[config.mk]
export PLATFORM = sky130hd
export DESIGN_NAME = serial_bank_switch_mapper
export DESIGN_NICKNAME = d
export VERILOG_FILES = /design/src/rtl/sbsm_pkg.sv /design/src/rtl/sbsm_serial.sv /design/src/rtl/sbsm_map.sv /design/src/rtl/serial_bank_switch_mapper.sv
export SDC_FILE = /design/constraint.sdc
export NUM_CORES = 1
export LEC_CHECK = 0
export BUFFER_PORTS_ARGS = -buffer_cell sky130_fd_sc_hd__buf_4
export CAP_MARGIN = 20
export CORE_ASPECT_RATIO = 0.6
export CORE_MARGIN = 2
export CORE_UTILIZATION = 45
export CTS_CLUSTER_DIAMETER = 80
export DETAILED_ROUTE_END_ITERATION = 8
export PLACE_DENSITY = 0.76
export RECOVER_POWER = 50
export SLEW_MARGIN = 20
export SYNTH_ARGS = -nofsm -noshare
export SYNTH_HDL_FRONTEND = slang
export SYNTH_HIERARCHICAL = 1
export SYNTH_SLANG_ARGS = --single-unit
[constraint.sdc]
create_clock -name clk -period 3.45 [get_ports clk]
set_input_delay 0.1725 -clock clk [delete_from_list [all_inputs] [get_ports clk]]
set_output_delay 0.1725 -clock clk [all_outputs]
set_load 0.005 [all_outputs]
[src/rtl/sbsm_pkg.sv]
// ----------------------------------------------------------------------------
// Serial bank-switch mapper package
// Types, register codes and widths shared by the mapper's modules.
// ----------------------------------------------------------------------------
package sbsm_pkg;

  // Bank sizes in bits
  localparam int PRG_BANK_BITS = 4;
  localparam int CHR_BANK_BITS = 5;
  localparam int REG_BITS      = 5;

  // Stream payload widths (whole bytes)
  localparam int IN_TDATA_W  = 32;
  localparam int OUT_TDATA_W = 24;

  // Configuration port
  localparam int CFG_INDEX_W = 1;
  localparam int CFG_DATA_W  = 2;
  localparam logic [CFG_INDEX_W-1:0] CFG_CHIP_VARIANT = 1'b0;
  localparam logic [CFG_INDEX_W-1:0] CFG_WRAM_SIZE    = 1'b1;

  // Bank register select codes, taken from address bits 14:13
  localparam logic [1:0] REG_CONTROL = 2'd0;
  localparam logic [1:0] REG_CHR0    = 2'd1;
  localparam logic [1:0] REG_CHR1    = 2'd2;
  localparam logic [1:0] REG_PRG     = 2'd3;

  // PRG banking modes, control bits 3:2
  localparam logic [1:0] PRG_MODE_FIX_FIRST = 2'd2;
  localparam logic [1:0] PRG_MODE_FIX_LAST  = 2'd3;

  // Work RAM size codes
  localparam logic [1:0] WRAM_NONE = 2'd0;
  localparam logic [1:0] WRAM_8K   = 2'd1;
  localparam logic [1:0] WRAM_16K  = 2'd2;
  localparam logic [1:0] WRAM_32K  = 2'd3;

  // Chip revisions
  localparam logic CHIP_REV_A = 1'b0;
  localparam logic CHIP_REV_B = 1'b1;

  // Serial port constants
  localparam logic [REG_BITS-1:0] CONTROL_RESET = 5'h0C;
  localparam logic [2:0]          SHIFT_LAST    = 3'd4;
  localparam logic [1:0]          BUSY_CYCLES   = 2'd2;

  // One CPU write
  typedef struct packed {
    logic [7:0]  cycles_elapsed;
    logic [7:0]  data;
    logic [15:0] cpu_addr;
  } in_item_t;

  // The four bank registers
  typedef struct packed {
    logic [REG_BITS-1:0] prg;
    logic [REG_BITS-1:0] chr1;
    logic [REG_BITS-1:0] chr0;
    logic [REG_BITS-1:0] control;
  } bank_regs_t;

  // Configuration seen by the mapping logic
  typedef struct packed {
    logic       chip_variant;
    logic [1:0] wram_size_code;
  } cfg_t;

  // One bank mapping result
  typedef struct packed {
    logic [1:0]               wram_bank;
    logic                     wram_enable;
    logic [1:0]               mirroring;
    logic [CHR_BANK_BITS-1:0] chr_bank_high;
    logic [CHR_BANK_BITS-1:0] chr_bank_low;
    logic [PRG_BANK_BITS-1:0] prg_bank_high;
    logic [PRG_BANK_BITS-1:0] prg_bank_low;
  } map_result_t;

endpackage

[src/rtl/sbsm_serial.sv]
// ----------------------------------------------------------------------------
// Serial port and bank registers
// Holds the busy counter, the 5-bit shifter and the four bank registers, and
// gives the register values that follow the write being processed.
// ----------------------------------------------------------------------------
module sbsm_serial (
  input  logic               clk,
  input  logic               rst_n,
  input  logic               fire,
  input  sbsm_pkg::in_item_t item,
  output sbsm_pkg::bank_regs_t banks_nxt
);
  import sbsm_pkg::*;

  bank_regs_t          banks_r;
  logic [REG_BITS-1:0] shift_r, shift_nxt, shift_fill;
  logic [2:0]          count_r, count_nxt;
  logic [1:0]          since_r, since_nxt;
  logic [8:0]          since_sum;
  logic [1:0]          since_sat;
  logic [REG_BITS-1:0] serial_bit;

  // Saturating count of cycles since the last reset write
  assign since_sum  = {7'd0, since_r} + {1'b0, item.cycles_elapsed};
  assign since_sat  = (since_sum >= {7'd0, BUSY_CYCLES}) ? BUSY_CYCLES : since_sum[1:0];
  assign serial_bit = {{(REG_BITS-1){1'b0}}, item.data[0]};
  assign shift_fill = shift_r | (serial_bit << count_r);

  // Next state for one write
  always_comb begin
    banks_nxt = banks_r;
    shift_nxt = shift_r;
    count_nxt = count_r;
    since_nxt = since_r;
    if (fire) begin
      since_nxt = since_sat;
      if (since_sat >= BUSY_CYCLES) begin
        if (item.data[7]) begin
          banks_nxt.control = banks_r.control | CONTROL_RESET;
          shift_nxt = '0;
          count_nxt = '0;
          since_nxt = '0;
        end else if (count_r >= SHIFT_LAST) begin
          // Fifth bit: load the target register
          shift_nxt = '0;
          count_nxt = '0;
          case (item.cpu_addr[14:13])
            REG_CONTROL: banks_nxt.control = shift_fill;
            REG_CHR0:    banks_nxt.chr0    = shift_fill;
            REG_CHR1:    banks_nxt.chr1    = shift_fill;
            REG_PRG:     banks_nxt.prg     = shift_fill;
            default:     banks_nxt.prg     = shift_fill;
          endcase
        end else begin
          shift_nxt = shift_fill;
          count_nxt = count_r + 3'd1;
        end
      end
    end
  end

  // State registers
  always_ff @(posedge clk) begin
    if (!rst_n) begin
      banks_r <= '{prg: '0, chr1: '0, chr0: '0, control: CONTROL_RESET};
      shift_r <= '0;
      count_r <= '0;
      since_r <= '0;
    end else begin
      banks_r <= banks_nxt;
      shift_r <= shift_nxt;
      count_r <= count_nxt;
      since_r <= since_nxt;
    end
  end

endmodule

[src/rtl/sbsm_map.sv]
// ----------------------------------------------------------------------------
// Bank mapping decode
// Turns the bank registers and the configuration into PRG, CHR, mirroring and
// work RAM selections.
// ----------------------------------------------------------------------------
module sbsm_map (
  input  sbsm_pkg::bank_regs_t  banks,
  input  sbsm_pkg::cfg_t        cfg,
  output sbsm_pkg::map_result_t result
);
  import sbsm_pkg::*;

  logic [PRG_BANK_BITS-1:0] prg_low, prg_high;
  logic                     prg_high_rule;

  // PRG banks by mode
  always_comb begin
    case (banks.control[3:2])
      PRG_MODE_FIX_LAST: begin
        prg_low  = banks.prg[3:0];
        prg_high = 4'hF;
      end
      PRG_MODE_FIX_FIRST: begin
        prg_low  = '0;
        prg_high = banks.prg[3:0];
      end
      default: begin
        prg_low  = {banks.prg[3:1], 1'b0};
        prg_high = {banks.prg[3:1], 1'b1};
      end
    endcase
  end

  // On revision A, PRG bit 4 keeps the bank's top bit from the register
  assign prg_high_rule = banks.prg[4] && (cfg.chip_variant == CHIP_REV_A);

  always_comb begin
    result.prg_bank_low  = prg_high_rule ? {banks.prg[3], prg_low[2:0]} : prg_low;
    result.prg_bank_high = prg_high_rule ? {banks.prg[3], prg_high[2:0]} : prg_high;

    // CHR banks: 4K mode uses both registers, 8K mode pairs CHR 0
    if (banks.control[4]) begin
      result.chr_bank_low  = banks.chr0;
      result.chr_bank_high = banks.chr1;
    end else begin
      result.chr_bank_low  = {banks.chr0[4:1], 1'b0};
      result.chr_bank_high = {banks.chr0[4:1], 1'b1};
    end

    result.mirroring = banks.control[1:0];

    // Work RAM presence and bank
    result.wram_enable = (cfg.wram_size_code != WRAM_NONE) &&
                         !(banks.prg[4] && (cfg.chip_variant == CHIP_REV_B));
    case (cfg.wram_size_code)
      WRAM_32K: result.wram_bank = banks.chr0[3:2];
      WRAM_16K: result.wram_bank = {1'b0, banks.chr0[3]};
      default:  result.wram_bank = 2'd0;
    endcase
  end

endmodule

[src/rtl/serial_bank_switch_mapper.sv]
// ----------------------------------------------------------------------------
// Serial bank-switch mapper
// Each input transaction is one CPU write above 0x8000; each gives exactly one
// output transaction carrying the bank mapping after that write. A write is
// registered on entry, then the serial port update and the mapping decode run
// combinationally into the output register, so one transaction is taken per
// clock unless out_tready stalls; the output register lets a new write enter
// while a result still waits. Configuration takes effect on the next result.
// ----------------------------------------------------------------------------
module serial_bank_switch_mapper (
  input  logic                               clk,
  input  logic                               rst_n,
  // Input stream
  input  logic                               in_tvalid,
  output logic                               in_tready,
  // tdata: cpu_addr[15:0], data[23:16], cycles_elapsed[31:24]
  input  logic [sbsm_pkg::IN_TDATA_W-1:0]    in_tdata,
  // Result stream
  output logic                               out_tvalid,
  input  logic                               out_tready,
  // tdata: prg_bank_low[3:0], prg_bank_high[7:4], chr_bank_low[12:8],
  //        chr_bank_high[17:13], mirroring[19:18], wram_enable[20],
  //        wram_bank[22:21], zero[23]
  output logic [sbsm_pkg::OUT_TDATA_W-1:0]   out_tdata,
  // Configuration write port
  input  logic                               cfg_we,
  input  logic [sbsm_pkg::CFG_INDEX_W-1:0]   cfg_index,
  input  logic [sbsm_pkg::CFG_DATA_W-1:0]    cfg_wdata
);
  import sbsm_pkg::*;

  in_item_t    item_r;
  logic        item_valid_r;
  logic        fire;
  cfg_t        cfg_r;
  bank_regs_t  banks_nxt;
  map_result_t result;
  map_result_t result_r;
  logic        out_valid_r;

  // Process the held write when the output register is free or draining
  assign fire      = item_valid_r && (!out_valid_r || out_tready);
  assign in_tready = !item_valid_r || fire;

  // Input register
  always_ff @(posedge clk) begin
    if (!rst_n) begin
      item_valid_r <= 1'b0;
    end else if (in_tready) begin
      item_valid_r <= in_tvalid;
    end
  end

  always_ff @(posedge clk) begin
    if (in_tready && in_tvalid) begin
      item_r <= in_item_t'(in_tdata);
    end
  end

  // Configuration registers
  always_ff @(posedge clk) begin
    if (!rst_n) begin
      cfg_r <= '{chip_variant: CHIP_REV_B, wram_size_code: WRAM_8K};
    end else if (cfg_we) begin
      case (cfg_index)
        CFG_CHIP_VARIANT: cfg_r.chip_variant   <= cfg_wdata[0];
        CFG_WRAM_SIZE:    cfg_r.wram_size_code <= cfg_wdata[1:0];
        default:          cfg_r <= cfg_r;
      endcase
    end
  end

  // Serial port state
  sbsm_serial u_serial (
    .clk       (clk),
    .rst_n     (rst_n),
    .fire      (fire),
    .item      (item_r),
    .banks_nxt (banks_nxt)
  );

  // Mapping decode
  sbsm_map u_map (
    .banks  (banks_nxt),
    .cfg    (cfg_r),
    .result (result)
  );

  // Output register
  always_ff @(posedge clk) begin
    if (!rst_n) begin
      out_valid_r <= 1'b0;
    end else if (fire) begin
      out_valid_r <= 1'b1;
    end else if (out_tready) begin
      out_valid_r <= 1'b0;
    end
  end

  always_ff @(posedge clk) begin
    if (fire) begin
      result_r <= result;
    end
  end

  assign out_tvalid = out_valid_r;
  assign out_tdata  = {1'b0, result_r};

endmodule
# Yosys cells after proc, flatten, opt, wreduce, memory -nomap -nowiden
# Cells that the tools add are included.
# totals
register_bits	89
inputBits	40
output_inout_bits	26
word_cells	79
# classes
add_sub_neg	2
n_lt_le_gt_ge	3
n_eq_ne	7
n_shift	1
muxes	24
n_bitwise	3
n_reduce_logical	16
# op_table
op	n
two-way mux 20 bit	3
two-way mux 5 bit	7
case mux 4 bit (2 select lines)	2
two-way mux 15 bit	1
equality test 2 bit (second input constant)	6
two-way mux 10 bit	1
adder 2 x 8 -> 9 bit	1
>= comparator 9 x 2 -> 1 bit (second input constant)	1
two-way mux 4 bit	2
two-way mux 2 bit	3
two-way mux 3 bit	2
AND reduction 2 bit	3
logical AND 1 bit	5
bitwise OR 5 bit	1
left shift 1 x 3 -> 5 bit	1
case mux 2 bit (2 select lines)	1
nonzero test 2 bit	2
adder 3 x 1 -> 3 bit (second input constant)	1
>= comparator 3 bit (second input constant)	1
zero test 1 bit	3
equality test 2 x 1 -> 1 bit (second input constant)	1
>= comparator 2 bit (second input constant)	1
zero test 2 bit	1
logical OR 1 bit	2
other kinds (2)	4

# Longest topological paths before layout
# Gate-level depths: netlist of the first run.
# depth
depth_word	10
mapped_depth	9
mapped_depth_nobuf	8

# Cells and area by module
# The synthesis of the first run kept the hierarchy.
# modules_own_cells
mod	instances	cells_each	area_each_um2	seq_area_each_um2
serial_bank_switch_mapper	1	80	1891.8	1751.7
sbsm_serial	1	173	1746.7	600.6
sbsm_map	1	28	203.9	0.0

# Least setup slack after synthesis of the first run
# No wires, ideal clock.
# synth_path
kind	reg-to-reg
from	register out_valid_r, in the netlist out_tvalid
to	register result_r (netlist bit out_tdata[14]), data pin
arrival_ns	3.188
path_slack_ns	0.002
path_stages_with_launch	8
synth_period_minus_slack_ns	3.448
path_cell_list	dfxtp_1 -> nor2b_4 -> nor2b_1 -> and3b_2 -> nand2_1 -> a21oi_4 -> mux2_2 -> mux2_2
# synth_lines
item	line	text
from (decl)	serial_bank_switch_mapper.sv:39	logic out_valid_r;
from (signal assigned)	serial_bank_switch_mapper.sv:92	out_valid_r <= 1'b0;
from (signal assigned)	serial_bank_switch_mapper.sv:94	out_valid_r <= 1'b1;
from (signal assigned)	serial_bank_switch_mapper.sv:96	out_valid_r <= 1'b0;
to (signal assigned)	serial_bank_switch_mapper.sv:102	result_r <= result;
to (decl)	serial_bank_switch_mapper.sv:38	map_result_t result_r;

==> results of run 1 <==
==> critical path, delay by kind of cell (launching register included) <==
kind / cells / cell delay (ps)
flops: 1 / 360
fa+ha+maj: 2 / 710
mux: 2 / 730
compound gates: 1 / 160
simple gates: 2 / 670
==> power groups by stage <==
| stage | registers (W) | logic, W | clock network, W |
|---|---|---|---|
| 4_1_cts | 0.000910 | 0.0000919 | 0.000864 |
| 3_3_place_gp | 0.000926 | 0.0000879 | 0 |
| 6_report | 0.000909 | 0.0000935 | 0.000843 |
| 2_1_floorplan | 0.000925 | 0.0000474 | 0 |
| 5_1_grt | 0.000911 | 0.000102 | 0.000907 |
| 3_5_place_dp | 0.000927 | 0.0000896 | 0 |
==> layer usage <==
metal | track usage (%) | up-vias
met1 | 21.2 | 992
li1 | - | 1033
met3 | 8.04 | 6
met5 | 0 | -
met4 | 5.28 | 0
met2 | 22.8 | 47
==> sequential cells by signal, summed over array words and instances, names as in the netlist <==
signal	cells
out_tdata	23
u_serial/since_r	2
cfg_r	3
u_serial/count_r	3
u_serial/shift_r	5
out_tvalid	1
item_r	12
u_serial/banks_r	20
item_valid_r	1
==> stage by stage <==
stage	utilization, %	worst slack [ps]	total power, W	hold WS (ps)	cells
4_1_cts	57.2	581	0.00187	0.445	399
3_5_place_dp	52.9	610	0.00102	352	381
2_1_floorplan	-	2.26	0.000972	261	261
3_3_place_gp	52.9	610	0.00101	350	381
5_1_grt	57.7	443	0.00192	23.3	405
6_report	57.7	573	0.00185	37.0	405
==> cell type report <==
cell class	instances	share of cell area, %
Sequential cell	70	44.5
Tap cell	87	2.77
Clock inverter	1	0.127
Multi-Input combinational cell	168	34.1
Clock buffer	15	6.80
Timing Repair Buffer	56	10.9
Inverter	8	0.763
==> final timing paths <==
kind,startpoint,to,slack (ps),cells past startpoint
worst max-delay path,item_r[24],out_tdata[17],570,7
worst min-delay path,in_tdata[14],item_r[14],40,1
worst min register to register,u_serial/banks_r[1],u_serial/banks_r[1],460,2
worst max register to register,item_r[24],out_tdata[17],570,7
==> results.yml, run 1 <==
grt:
  overflow: 0
  grt_pass1_vias: 1961
  antenna_found_initial: 0
  grt_max_degree: 50
  grt_pass1_wl_um: 9540
  track_usage_pct: 16.0
clocking:
  h-tree-depth: 3
  postCtsSetupBuffers: 0
  clock_latency_ps: 330
  clkTransAtPathRegs_ps: 50
  cts_root_buffer: "clkbuf_16"
  numCtsBuffers: 9
  clock_sinks: 70
  cts_resized: 0
  cts_buffer_depth: 2
  postCtsHoldBufs: 2
  cts_tree: "built"
route:
  drc_errors: 0
  top_layer: "met4"
  drt-wirelength-per-cell_um: 14.6
  met1Wirelength_um: 3000
  wl_met2_um: 2520
  vias_per_cell: 5.13
  vias: 2078
  first_pass_iters: 4
  drtIter0Drc: 86
  wl_met3_um: 314
  ant_nets: 0
  drt_wl_total_um: 5890
die:
  io_pins: 66
  start_util_pct: 47.5
  die_x_um: 114
  rows: 23
  chipHeight_um: 69.7
  die-area_um2: 7920
  core_area_um2: 6820
synth:
  syn_area_um2: 3240
  syn_nets: 306
  syn_avg_cell_area_um2: 12.4
  netlist_instances: 261
  ys.warnings.count: 6
power:
  seq_power_share_pct: 49.2
  p_int_w: 0.00147
  p_clk_share_pct: 45.7
  p_switching_w: 0.000378
  p_sw_share_pct: 20.5
  powerDensity_nw_per_um2: 469
  p_leak_nw: 1.62
  ir_drop_mv: 0.387
  comb_power_share_pct: 5.1
worst_setup_path:
  critPathArrivalTime_ps: 2960
  cp.required_ps: 3530
  worstSetupEndpointType: "flop"
  worst_setup_path_start_kind: "flop"
  max_stage_delay_ps: 470
  path_max_fanout: 7
  cp_cell_sequence: "ha_1, fa_1, nor4_2, and3_1, a21oi_4, mux2_2, mux2_2"
  critPathKind: "reg2reg"
  path_common_cell: "mux2_2"
  crit_path_top_delay_cell: "fa_1"
final_layout:
  seqCellArea_um2: 1750
  final_cell_mix: "dfxtp_1 (35), clkbuf_4 (35), edfxtp_1 (35), nand2_1 (33), mux2i_1 (25)"
  diodes: 0
  n_fill_cell: 568
  area_delta_synth_final_pct: 21.4
  fin_area_um2: 3940
  nets: 358
  drive_gt1_share_pct: 30.2
  multi_input_area_um2: 1340
sta:
  period_minus_slack_ps: 2880
  fin_crit_sh_pct: 83.4
  final_max_slew_viol_count: 0
  maxSlewHeadroom_pct: 64.5
  rsz0062_at_grt: "false"
  finalSetupViolations: 0
  skew_ps: 5.18
  final_hold_viol_count: 0
  setup-tns-final_ps: 0
  max_freq_mhz: 348
  worstMarginPinSlew_ps: 532
placed_design:
  place_hpwl_um: 3950
  place_area_um2: 3610
  gp_congestion: 0.758
  io_buffers: 44
run:
  maxCapViolCount: 0
min_path:
  hold_path_class: "in2reg"
status:
  run_status: "complete, no violations"
Note: power is estimated with default switching activity, not from simulation.
==> inputs of run 2 (changes only) <==
- clock period: 3.45 -> 2.6 ns (I/O delays scaled with it)
==> run 2 against run 1 <==
Against the previous run:
- the run now ends with negative setup slack left
- die area unchanged
- register-to-register slack worse by 630 ps
- critical path depth rose by 2
- first-iteration DRC count is 9.3% lower
- utilization is 3.8 points higher
- combinational power up 47%
- non-clock buffer count grew 29
- sequential share of layout area down 2.8 points
- count of clock-buffer cells in the layout is 1 lower
- critical path type unchanged
- highest routed layer unchanged
==> results.yml, run 2 (synthesis gave the netlist of run 1 again) <==
die:
  die-area_um2: 7920
  rows: 23
  core_area_um2: 6820
  die_x_um: 114
  start_util_pct: 47.5
  chipHeight_um: 69.7
  io_pins: 66
final_layout:
  diodes: 0
  final_cell_mix: "dfxtp_1 (35), clkbuf_4 (35), buf_4 (35), edfxtp_1 (35), nand2_1 (33)"
  area_delta_synth_final_pct: 29.4
  largest_register_ffs: 23
  drive_gt1_share_pct: 35.4
  nets: 387
  n_fill_cell: 558
  fin_area_um2: 4200
sta:
  worst_slack_ps: -53.4
  max_freq_mhz: 377
  worstMarginPinSlew_ps: 614
  period_minus_slack_ps: 2650
  final_hold_viol_count: 0
  fin_crit_sh_pct: 102
  finalSetupViolations: 10
  final_max_slew_viol_count: 0
  rsz0062_at_grt: "true"
  maxSlewHeadroom_pct: 59.1
  skew_ps: 2.60
clocking:
  h-tree-depth: 3
  clock_latency_ps: 330
  cts_tree: "built"
  clock_sinks: 70
  clkTransAtPathRegs_ps: 50
  cts_root_buffer: "clkbuf_16"
  cts_buffer_depth: 2
  numCtsBuffers: 9
worst_setup_path:
  worst_setup_path_start_kind: "flop"
  crit_path_top_delay_cell: "fa_2"
  critical_path_buf_inv_count: 1
  path_max_fanout: 5
  worstSetupEndpointType: "flop"
  cp_cell_sequence: "ha_2, fa_2, nor4_4, nand3_2, o2111ai_1, buf_4, mux2_4, nor2b_1, o21a_1"
  critPathArrivalTime_ps: 2740
  critPathKind: "reg2reg"
  max_stage_delay_ps: 450
  cp.required_ps: 2680
  crit_family: "adder cells"
  crit_cells: 9
  worstRegToRegCells: 9
placed_design:
  dp_slack_ps: -85.1
  place_hpwl_um: 4130
  gp_congestion: 0.783
  place_area_um2: 3780
  io_buffers: 44
route:
  first_pass_iters: 4
  vias_per_cell: 5.03
  ant_nets: 0
  drc_errors: 0
  drt_wl_total_um: 6080
  vias: 2181
  drt-wirelength-per-cell_um: 14.0
  drtIter0Drc: 78
min_path:
  min_path_cells: 3
  hold_path_class: "in2reg"
status:
  violations: "negative setup slack"
  run_status: "finished, violations left"
power:
  powerDensity_nw_per_um2: 578
  ir_drop_mv: 0.447
  p_leak_nw: 1.75
grt:
  grt_pass1_vias: 2097
  overflow: 0
  antenna_found_initial: 0
  grt_max_degree: 50
  track_usage_pct: 16.7
  grt_pass1_wl_um: 10000
run:
  maxCapViolCount: 0
## run 2: cell types whose count changed in the layout (fill, tap and decap cells not counted), sizes merged
| cell | change |
|---|---|
| clkinv | +1 |
| dlygate4sd3 | +5 |
| clkbuf | -1 |
| buf | +24 |
## run 2: final timing paths
check / start / endpoint / slack (ps)
setup / recovery: item_r[24] / out_tdata[3] / -50
hold / removal: cfg_wdata[1] / cfg_r[1] / 30
setup reg to reg: item_r[24] / out_tdata[3] / -50
hold reg to reg: u_serial/banks_r[8] / u_serial/banks_r[8] / 460
## run 2: what timing repair did
action,4_1_cts,5_1_grt
endpoints found under the hold margin,12,0
pin swaps,2,0
buffers inserted,5,2
hold buffers,12,0
setup endpoints to repair,12,15
gates resized for setup,3,0
## run 2: report_power, final
group | leakage [nW] | total, W | internal [W] | switching [W]
sequential | 0.603 | 0.00121 | 0.00119 | 0.0000180
clock | 0.128 | 0.00108 | 0.000667 | 0.000416
combinational | 1.02 | 0.000137 | 0.0000701 | 0.0000672
total | 1.75 | 0.00243 | 0.00193 | 0.000501
## run 2: metrics by stage
stage	util (%)	power, W	std cells	hold WS (ps)	setup TNS (ps)
after floorplan	-	0.00129	261	219	-12.5
after global placement	55.4	0.00135	400	308	-589
after detailed placement	55.4	0.00136	400	309	-650
after CTS	61.7	0.00247	432	22.3	-235
after global routing	61.5	0.00253	434	21.7	-1500
final	61.5	0.00243	434	31.7	-254
## run 2: routing by layer
layer | vias up | wire length [um] | GRT usage (%)
met5 | - | 0 | 0
met3 | 7 | 337 | 8.13
li1 | 1092 | - | -
met2 | 45 | 2690 | 25.4
met1 | 1037 | 2970 | 21.0
met4 | 0 | 77 | 5.28
## run 2: worst register-to-register path, delay by kind of cell, from the launching register on
family | cells | cell delay [ps]
mux | 1 | 310
flops | 1 | 370
buf+inv | 1 | 190
simple gates | 3 | 480
compound gates | 2 | 410
fa+ha+maj | 2 | 650
## run 2: layout make-up
class | count | area [um2] | area share, %
Sequential cell | 70 | 1750 | 41.7
Multi-Input combinational cell | 168 | 1370 | 32.6
Timing Repair Buffer | 85 | 673 | 16.0
Clock buffer | 14 | 254 | 6.05
Tap cell | 87 | 109 | 2.59
Inverter | 8 | 30.0 | 0.716
Clock inverter | 2 | 8.76 | 0.209
==> inputs of run 3 (changes only) <==
- CAP_MARGIN: 20 -> not set
- CORE_MARGIN: 2 -> 4
==> run 3 against run 2 <==
Against the previous run:
- the run still ends with negative setup slack left
- sequential power barely moved
- non-clock buffer count fell by 1
- routed wire length rose by 4.7%
- clock power rose by 18%
- sequential cell count did not move
- count of clock-buffer cells in the layout fell by 5
- register-to-register slack barely moved
==> results.yml, run 3 (synthesis gave the netlist of run 1 again) <==
sta:
  max_freq_mhz: 378
  worst_slack_ps: -47.8
  skew_ps: 7.77
  setup-tns-final_ps: -201
  finalSetupViolations: 8
  final_hold_viol_count: 0
  period_minus_slack_ps: 2650
  rsz0062_at_grt: "true"
  maxSlewHeadroom_pct: 58.5
  final_max_slew_viol_count: 0
  fin_crit_sh_pct: 102
  worstMarginPinSlew_ps: 623
final_layout:
  drive_gt1_share_pct: 39.0
  largest_register_ffs: 23
  final_cell_mix: "clkbuf_4 (36), edfxtp_1 (35), dfxtp_1 (34), nand2_1 (33), buf_4 (29)"
  final_common_cell: "clkbuf_4"
  diodes: 0
  stdcell_count: 433
  nets: 386
  area_delta_synth_final_pct: 34.0
die:
  core_area_um2: 6820
  start_util_pct: 47.5
  chipHeight_um: 73.7
  die_x_um: 118
  io_pins: 66
  rows: 23
  die-area_um2: 8670
worst_setup_path:
  worst_setup_path_start_kind: "flop"
  worstRegToRegCells: 9
  reg2reg_to: "out_tdata[3]"
  cp_cell_sequence: "ha_2, fa_2, nor4_4, nand3_2, o2111ai_2, buf_6, mux2_4, nor2b_4, o21a_1"
  reg2reg_from: "item_r[24]"
  crit_path_top_delay_cell: "fa_2"
  max_stage_delay_ps: 450
  crit_family: "adder cells"
  critPathArrivalTime_ps: 2730
  crit_start: "item_r[24]"
  critPathKind: "reg2reg"
  reg2reg_slack_ps: -50
  critical_path_buf_inv_count: 1
  cp.required_ps: 2680
  worstSetupEndpointType: "flop"
  path_max_fanout: 5
route:
  ant_nets: 0
  first_pass_iters: 4
  drtIter0Drc: 77
  drc_errors: 0
  drt_wl_total_um: 6360
  vias: 2193
  vias_per_cell: 5.06
  drt-wirelength-per-cell_um: 14.7
clocking:
  clkTransAtPathRegs_ps: 60
  cts_buffer_depth: 2
  h-tree-depth: 3
  numCtsBuffers: 9
  clock_latency_ps: 330
  cts_tree: "built"
  clock_sinks: 70
  cts_root_buffer: "clkbuf_16"
placed_design:
  place_hpwl_um: 4340
  gp_congestion: 0.786
  io_buffers: 44
  placed_cells: 397
power:
  seq_power_share_pct: 46.1
  p_leak_nw: 1.79
  powerDensity_nw_per_um2: 603
  comb_power_share_pct: 5.4
  p_sw_share_pct: 20.1
  p_total_w: 0.00262
  ir_drop_mv: 0.615
  p_clk_share_pct: 48.5
  p_int_w: 0.00209
  p_switching_w: 0.000527
grt:
  overflow: 0
  grt_max_degree: 50
  antenna_found_initial: 0
  track_usage_pct: 16.1
  grt_pass1_vias: 2284
  grt_pass1_wl_um: 10900
status:
  run_status: "finished, violations left"
  violations: "negative setup slack"
min_path:
  min_from: "cfg_wdata[1]"
  hold_path_end: "cfg_r[1]"
  min_path_cells: 3
  hold_path_class: "in2reg"
run:
  maxCapViolCount: 0
run 3: cell count changes in the layout (fill, tap and decap cells not counted), sizes merged:
cell      before  now
bufinv         0    2
clkinvlp       0    2
clkinv         2    3
clkbuf        51   46
bufbuf         0    1
buf           36   34
run 3: worst register-to-register path: cells and delay by family (launching register included):
family,cells,cell delay (ps)
AO/OA/AOI/OAI,2,410
adder cells (fa/ha/maj),2,640
AND/OR/NAND/NOR,3,520
flip-flops,1,370
buffers and inverters,1,150
multiplexers,1,310
run 3: stage by stage:
step / hold slack [ps] / utilization, % / setup WS (ps) / area (um2)
5_1_grt: 82.0 / 63.7 / -173 / 4340
6_report: 33.8 / 63.7 / -47.8 / 4340
3_5_place_dp: 309 / 55.1 / -133 / 3750
3_3_place_gp: 308 / 55.1 / -110 / 3750
2_1_floorplan: 219 / - / -8.48 / 3260
4_1_cts: 35.0 / 62.8 / -45.0 / 4280
run 3: power by group through the flow:
| stage | sequential [W] | clock [W] | combinational [W] |
|---|---|---|---|
| after floorplan | 0.00123 | 0 | 0.0000642 |
| after global placement | 0.00123 | 0 | 0.000125 |
| after detailed placement | 0.00123 | 0 | 0.000129 |
| after CTS | 0.00121 | 0.00129 | 0.000146 |
| after global routing | 0.00121 | 0.00135 | 0.000157 |
| final | 0.00121 | 0.00127 | 0.000140 |
run 3: metal layers:
| metal | global-route usage, % | vias up | wire length, um |
|---|---|---|---|
| met1 | 19.6 | 1040 | 2930 |
| met5 | 0 | - | 0 |
| li1 | - | 1102 | - |
| met3 | 6.77 | 6 | 393 |
| met4 | 3.90 | 0 | 25 |
| met2 | 26.9 | 45 | 3010 |
run 3: area by class of cell:
class | instances | area (um2)
inverters | 8 | 30.0
clock buffers | 9 | 225
multi-input cells | 168 | 1430
flip-flops and latches | 70 | 1750
well taps | 87 | 109
repair buffers | 84 | 709
clock inverters | 7 | 88.8
fillers | 517 | 2480
run 3: how the worst max path moves through the flow:
stage / slack (ps) / end / cells past startpoint
2_1_floorplan: -8 / out_tdata[16] / 8
5_1_grt: -170 / out_tdata[3] / 9
3_3_place_gp: -110 / out_tdata[3] / 9
3_5_place_dp: -130 / out_tdata[3] / 9
6_report: -50 / out_tdata[3] / 9
4_1_cts: -50 / out_tdata[17] / 8
run 3: what timing repair did:
item	4_1_cts	5_1_grt
pin swaps	2	1
cloned	1	0
endpoints found under the setup margin	12	16
resized for setup	6	14
buffers inserted	5	3
hold buffers	12	0
hold endpoints to repair	12	0
